==> src/hdl/tvdmc_pkg.sv <==
// ----------------------------------------------------------------------------
// tvdmc_pkg
// Shared widths, codes, command/status bundles and saturation helper for the
// TVD MUSCL column advection block.
// ----------------------------------------------------------------------------
package tvdmc_pkg;

  localparam int W          = 32;                  // fixed point word
  localparam int FB         = 16;                  // fraction bits
  localparam int MAX_COLUMN = 4096;
  localparam int CELL_W     = $clog2(MAX_COLUMN);
  localparam int LIM_W      = 3;
  localparam int TS_W       = 31;
  localparam int CFG_IDX_W  = 2;
  localparam int DIV_NW     = W + FB + 2;          // signed dividend / quotient
  localparam int DIV_DW     = W + 2;               // signed divisor
  localparam int MUL_W      = W + 1;
  localparam int PROD_W     = 2 * MUL_W;
  localparam int HS_W       = W + 2;               // half slope
  localparam int PHI_W      = FB + 2;              // limiter output, up to 2.0
  localparam longint ONE    = longint'(1) << FB;

  localparam logic [CFG_IDX_W-1:0] CFG_LIMITER    = 2'd0;
  localparam logic [CFG_IDX_W-1:0] CFG_POSITIVITY = 2'd1;
  localparam logic [CFG_IDX_W-1:0] CFG_TIME_STEP  = 2'd2;
  localparam logic [CFG_IDX_W-1:0] CFG_FLOOR      = 2'd3;

  localparam logic [LIM_W-1:0] LIM_MINMOD    = 3'd0;
  localparam logic [LIM_W-1:0] LIM_VANLEER   = 3'd1;
  localparam logic [LIM_W-1:0] LIM_SUPERBEE  = 3'd2;
  localparam logic [LIM_W-1:0] LIM_MC        = 3'd3;
  localparam logic [LIM_W-1:0] LIM_UNIVERSAL = 3'd4;

  localparam logic [1:0] DIV_RATIO = 2'd0;
  localparam logic [1:0] DIV_VANL  = 2'd1;
  localparam logic [1:0] DIV_TEND  = 2'd2;
  localparam logic [1:0] DIV_FLOOR = 2'd3;

  localparam logic MUL_SLOPE = 1'b0;
  localparam logic MUL_FLUX  = 1'b1;

  // which pending cell a result belongs to
  localparam logic [1:0] RES_A = 2'd0;   // cell two back
  localparam logic [1:0] RES_B = 2'd1;   // cell one back (flush)
  localparam logic [1:0] RES_C = 2'd2;   // last cell itself

  typedef struct packed {
    logic       in_ready;
    logic       load;
    logic       div_start;
    logic [1:0] div_src;
    logic       r_load;
    logic       phi_load;
    logic       mul_start;
    logic       mul_src;
    logic       hs_store;
    logic       flux_store;
    logic       tend_store;
    logic       floor_apply;
    logic       tend_zero;
    logic       out_load;
    logic       col_update;
    logic       hs_sel;
    logic [1:0] res_sel;
  } tvdmc_cmd_t;

  typedef struct packed {
    logic       div_done;
    logic       den_zero;
    logic       vl_need;
    logic       pos_en;
    logic       out_busy;
    logic [1:0] fill;
    logic       last;
  } tvdmc_stat_t;

  function automatic logic signed [W-1:0] sat32(input logic signed [PROD_W-1:0] x);
    logic signed [PROD_W-1:0] hi;
    logic signed [PROD_W-1:0] lo;
    hi = PROD_W'(longint'(2147483647));
    lo = -hi - PROD_W'(longint'(1));
    if (x > hi)      return W'(hi);
    else if (x < lo) return W'(lo);
    else             return W'(x);
  endfunction

endpackage

==> src/hdl/tvdmc_ctrl.sv <==
// ----------------------------------------------------------------------------
// tvdmc_ctrl
// Sequencer: half slopes once enough cells are held, then each pending cell's
// flux, tendency, floor when enabled and emit, then column bookkeeping.
// ----------------------------------------------------------------------------
module tvdmc_ctrl (
  input  logic                   clk,
  input  logic                   rst,
  input  logic                   in_valid,
  input  tvdmc_pkg::tvdmc_stat_t stat,
  output tvdmc_pkg::tvdmc_cmd_t  cmd
);
  import tvdmc_pkg::*;

  localparam logic [3:0] S_IDLE      = 4'd0;
  localparam logic [3:0] S_DISPATCH  = 4'd1;
  localparam logic [3:0] S_HS_BEGIN  = 4'd2;
  localparam logic [3:0] S_HS_RWAIT  = 4'd3;
  localparam logic [3:0] S_HS_PHI    = 4'd4;
  localparam logic [3:0] S_HS_VWAIT  = 4'd5;
  localparam logic [3:0] S_HS_MUL    = 4'd6;
  localparam logic [3:0] S_HS_STORE  = 4'd7;
  localparam logic [3:0] S_CELL_MUL  = 4'd8;
  localparam logic [3:0] S_CELL_FLUX = 4'd9;
  localparam logic [3:0] S_CELL_DIV  = 4'd10;
  localparam logic [3:0] S_CELL_WAIT = 4'd11;
  localparam logic [3:0] S_FIN       = 4'd12;
  localparam logic [3:0] S_FIN_WAIT  = 4'd13;
  localparam logic [3:0] S_EMIT      = 4'd14;
  localparam logic [3:0] S_ZERO      = 4'd15;

  logic [3:0] state, state_next;
  logic       sel, sel_next;
  logic [1:0] res, res_next;

  always_ff @(posedge clk) begin
    if (rst) begin
      state <= S_IDLE;
      sel   <= 1'b0;
      res   <= RES_A;
    end else begin
      state <= state_next;
      sel   <= sel_next;
      res   <= res_next;
    end
  end

  always_comb begin
    cmd         = '0;
    cmd.hs_sel  = sel;
    cmd.res_sel = res;
    state_next  = state;
    sel_next    = sel;
    res_next    = res;
    unique case (state)
      S_IDLE: begin
        cmd.in_ready = 1'b1;
        cmd.load     = in_valid;
        if (in_valid) state_next = S_DISPATCH;
      end
      S_DISPATCH: begin
        if (stat.fill == 2'd3) begin
          sel_next   = 1'b0;
          state_next = S_HS_BEGIN;
        end else if (stat.fill == 2'd2) begin
          sel_next   = 1'b1;
          state_next = S_HS_BEGIN;
        end else if (stat.last && (stat.fill == 2'd1)) begin
          res_next   = RES_B;
          state_next = S_CELL_MUL;
        end else if (stat.last) begin
          state_next = S_ZERO;
        end else begin
          cmd.col_update = 1'b1;
          state_next     = S_IDLE;
        end
      end
      S_HS_BEGIN: begin
        cmd.div_src = DIV_RATIO;
        if (stat.den_zero) begin
          cmd.r_load = 1'b1;
          state_next = S_HS_PHI;
        end else begin
          cmd.div_start = 1'b1;
          state_next    = S_HS_RWAIT;
        end
      end
      S_HS_RWAIT: begin
        cmd.div_src = DIV_RATIO;
        if (stat.div_done) begin
          cmd.r_load = 1'b1;
          state_next = S_HS_PHI;
        end
      end
      S_HS_PHI: begin
        cmd.div_src = DIV_VANL;
        if (stat.vl_need) begin
          cmd.div_start = 1'b1;
          state_next    = S_HS_VWAIT;
        end else begin
          cmd.phi_load = 1'b1;
          state_next   = S_HS_MUL;
        end
      end
      S_HS_VWAIT: begin
        if (stat.div_done) begin
          cmd.phi_load = 1'b1;
          state_next   = S_HS_MUL;
        end
      end
      S_HS_MUL: begin
        cmd.mul_start = 1'b1;
        cmd.mul_src   = MUL_SLOPE;
        state_next    = S_HS_STORE;
      end
      S_HS_STORE: begin
        cmd.hs_store = 1'b1;
        if (!sel) begin
          sel_next   = 1'b1;
          state_next = S_HS_BEGIN;
        end else begin
          res_next   = RES_A;
          state_next = S_CELL_MUL;
        end
      end
      S_CELL_MUL: begin
        cmd.mul_start = 1'b1;
        cmd.mul_src   = MUL_FLUX;
        state_next    = S_CELL_FLUX;
      end
      S_CELL_FLUX: begin
        cmd.flux_store = 1'b1;
        state_next     = S_CELL_DIV;
      end
      S_CELL_DIV: begin
        cmd.div_src   = DIV_TEND;
        cmd.div_start = 1'b1;
        state_next    = S_CELL_WAIT;
      end
      S_CELL_WAIT: begin
        if (stat.div_done) begin
          cmd.tend_store = 1'b1;
          state_next     = S_FIN;
        end
      end
      S_FIN: begin
        cmd.div_src = DIV_FLOOR;
        if (stat.pos_en) begin
          cmd.div_start = 1'b1;
          state_next    = S_FIN_WAIT;
        end else begin
          state_next = S_EMIT;
        end
      end
      S_FIN_WAIT: begin
        if (stat.div_done) begin
          cmd.floor_apply = 1'b1;
          state_next      = S_EMIT;
        end
      end
      S_EMIT: begin
        if (!stat.out_busy) begin
          cmd.out_load = 1'b1;
          if ((res == RES_A) && stat.last) begin
            res_next   = RES_B;
            state_next = S_CELL_MUL;
          end else if (res == RES_B) begin
            state_next = S_ZERO;
          end else begin
            cmd.col_update = 1'b1;
            state_next     = S_IDLE;
          end
        end
      end
      S_ZERO: begin
        // last cell: zero tendency, floor only
        cmd.tend_zero = 1'b1;
        res_next      = RES_C;
        state_next    = S_FIN;
      end
    endcase
  end

endmodule

==> config.mk <==
export PLATFORM = sky130hd
export DESIGN_NAME = tvdmc_ctrl
export DESIGN_NICKNAME = d
export VERILOG_FILES = /design/src/hdl/tvdmc_pkg.sv /design/src/hdl/tvdmc_ctrl.sv
export SDC_FILE = /design/constraint.sdc
export NUM_CORES = 1
export LEC_CHECK = 0
export BUFFER_PORTS_ARGS = -buffer_cell sky130_fd_sc_hd__buf_2
export CAP_MARGIN = 20
export CORE_MARGIN = 2
export CORE_UTILIZATION = 48
export CTS_CLUSTER_SIZE = 8
export DETAILED_ROUTE_END_ITERATION = 12
export PLACE_DENSITY = 0.8
export SLEW_MARGIN = 20
export SYNTH_ARGS = -nofsm -noshare
export SYNTH_HDL_FRONTEND = slang
export SYNTH_SLANG_ARGS = --single-unit
==> constraint.sdc <==
create_clock -name clk -period 1.91 [get_ports clk]
set_input_delay 0.382 -clock clk [delete_from_list [all_inputs] [get_ports clk]]
set_output_delay 0.382 -clock clk [all_outputs]
set_load 0.05 [all_outputs]
==> metrics.csv <==
stage,metric,value,unit
placement,placed_area,1040,um2
yosys,yosysSeqAreaShare,17.5,%
final_layout,fin_nets,166,
timing,fin_ws,-0.0550,ns
floorplanning,floorplan.die_area,2010,um2
yosys,synth_simple_gate_area_share,38.7,%
yosys,syn_avg_cell_area,7.08,um2
route,vias,1046,
global_routing,use_met1,32.9,%
worst_setup_path,critPathMaxFanout,6,
global_routing,grt_pass1_wl,3990,um
yosys,synth_edf_count,0,
worst_setup_path,worstPathRequired,1.53,ns
placement,pre_cts_slack,0.0365,ns
final_layout,syn_to_final_growth,51.0,%
final_layout,diodes,0,
yosys,synthAdderAreaFrac,0,%
global_routing,top_usage_layer,met2,
yosys,synth_nets,124,
final_layout,drive_above_1_share,50.6,%
route,wl_per_cell,15.3,um
clock_tree,h-tree-depth,1,
clock_tree,clock_sinks,7,
timing,final.period_utilization,103,%
yosys,synthDistinctLibCells,42,
clock_tree,clock_path_buffers,2,
placement,gp_congestion,0.832,
clock_tree,clock_latency,0.26,ns
clock_tree,cts_hold_buffers,0,
route,first_pass_iters,4,
run_status,status,"complete, but fails checks",
yosys,synth_area,800,um2
power_and_ir_drop,powerDensity,1100,nW/um2
placement,hpwl,1760,um
timing,period_needed,1.96,ns
yosys,muxShareOfSynthArea,1.25,%
flow_run,max_cap_violations,0,
route,postRouteAntennaNets,0,
timing,worst_pin_slew,0.353,ns
global_routing,grt_max_degree,16,
run_status,violations,negative setup slack,
floorplanning,core,1540,um2
worst_setup_path,end_kind,primary output,
global_routing,antenna_found_initial,0,
yosys,synth_warnings,0,
worst_setup_path,critPathKind,reg -> out,
power_and_ir_drop,vdd_drop_max,0.000727,V
route,vias_per_cell,6.15,
timing,finClkSkew,0.00106,ns
timing,setup_violations,2,
yosys,ys.flop_type,dfxtp_1,
clock_tree,cts_tree,yes,
yosys,ys_ff_latch,7,
worst_setup_path,startpoint_type,flip-flop,
floorplanning,rows,14,
floorplanning,die_x,44.8,um
timing,rsz0062_at_grt,true,
route,wl,2590,um
timing,tns,-0.0719,ns
route,drtIter0Drc,27,
yosys,synth-compound-area-share,32.1,%
final_layout,final_cell_area,1210,um2
timing,fmax,509,MHz
clock_tree,path_clk_slew,0.06,ns
floorplanning,start_util,51.9,%
worst_setup_path,worstPathArrival,1.58,ns
min_path,min_path_type,in -> reg,
global_routing,grt_pass1_vias,883,
timing,relSlewSlack,76.1,%
floorplanning,io_pins,30,
global_routing,track_usage,27.4,%
yosys,synth_top_family_by_area,simple AND/OR/NAND/NOR gates,
global_routing,grt_overflow_total,0,
timing,finalHoldViolCount,0,
global_routing,met2_usage,46.4,%
yosys,syn_inst,113,
placement,port_buffers,29,
yosys,yosys.area_share.xor_xnor,0,%
route,drc,0,
floorplanning,fp.dieH,44.8,um
power_and_ir_drop,leakagePower,0.513,nW
clock_tree,cts_buffers,3,
clock_tree,root_buffer,clkbuf_4,
yosys,synthArstFlopShare,0,%
timing,finalMaxSlewViolations,0,
global_routing,met3_usage,6.80,%
final_layout,fillers,108,
[placed cells by master (no fill, tap or decap), types with 2 or more instances in the layout]
cell type,count
o211ai_1,2
a31o_2,2
dfxtp_4,4
nor3_1,2
nand2_1,7
inv_1,3
buf_2,20
a21oi_1,9
buf_6,2
buf_4,21
nor3_2,4
o32ai_1,2
nor3b_1,2
nor2b_1,4
a311oi_1,2
a21oi_2,5
buf_8,2
a31oi_1,4
nand2b_1,6
nand3_1,3
dfxtp_1,3
o21ai_0,4
clkbuf_4,5
nor2_1,10
[synth_stat cells (all sizes together) (2+ instances only)]
cell type	n	share of area, %
a21o	2	1.9
a21oi	14	9.2
a311oi	2	2.2
a31o	2	2.2
a31oi	4	3.1
buf	9	8.1
dfxtp	7	18
inv	4	1.9
nand2	8	4.7
nand2b	7	5.8
nand3	3	1.9
nor2	11	5.2
nor2b	4	3.1
nor3	7	5.0
nor3b	2	1.9
nor4	2	1.6
nor4b	2	4.1
o211ai	2	1.9
o21ai	6	4.2
o32ai	2	2.2
[report_power, final]
| group | internal, mW | total (mW) | switching (mW) |
|---|---|---|---|
| Combinational | 0.397 | 0.942 | 0.545 |
| Sequential | 0.184 | 0.241 | 0.0575 |
| Clock | 0.0805 | 0.146 | 0.0658 |
[repair_timing]
action	CTS	global route
buffers inserted	2	6
setup endpoints to repair	9	10
resized for setup	13	15
pin swaps	4	4
hold endpoints to repair	0	0
[worst max-delay path: stages, from the launching register on]
cell and delay, ns:
dfxtp_4 0.39, buf_4 0.14, nand2_4 0.06, nor3_4 0.23
nand2b_1 0.10, a21oi_2 0.15, a21o_2 0.12, buf_8 0.14
[per-stage QoR]
stage,util [%],std cells,hold slack (ns),power [mW]
finish,78.3,170,0.390,1.33
global route,78.3,170,0.408,1.41
CTS,73.2,164,0.380,1.23
detailed placement,67.3,158,0.511,1.04
global placement,67.3,158,0.509,1.03
floorplan,-,113,0.441,0.905
[cells by family (layout without fill, tap and decap cells)]
group / Yosys count / after routing
buffers and inverters: 14 / 55
AO/OA/AOI/OAI: 39 / 39
multiplexers: 1 / 1
AND/OR/NAND/NOR: 52 / 52
flip-flops: 7 / 7
[path summary, 6_finish.rpt]
check / cells after the start / startpoint / end / slack, ns
worst max-delay path: 7 / state[2] / cmd[3] / -0.05
worst min-delay path: 2 / rst / res[0] / 0.39
worst max register to register: 6 / state[3] / state[0] / 0.29
worst min register to register: 2 / res[0] / res[0] / 0.54
[registers in the layout, summed over array words and instances, names as in the netlist]
register  cells
state         4
res           2
sel           1
[layer usage]
metal / routed length (um) / vias up
met3: 176 / 10
met1: 1090 / 482
met4: 70 / 0
li1: - / 495
met2: 1260 / 59
met5: 0 / -
[layout make-up]
class                      instances  area [um2]  area share (%)
inverter                           4        18.8            1.55
sequential                         7         155            12.8
timing repair buffer              47         325            26.9
multi-input combinational         92         662            54.8
clock buffer                       4        26.3            2.18
tap                               16        20.0            1.66
Note: power is estimated with default switching activity, not from simulation.
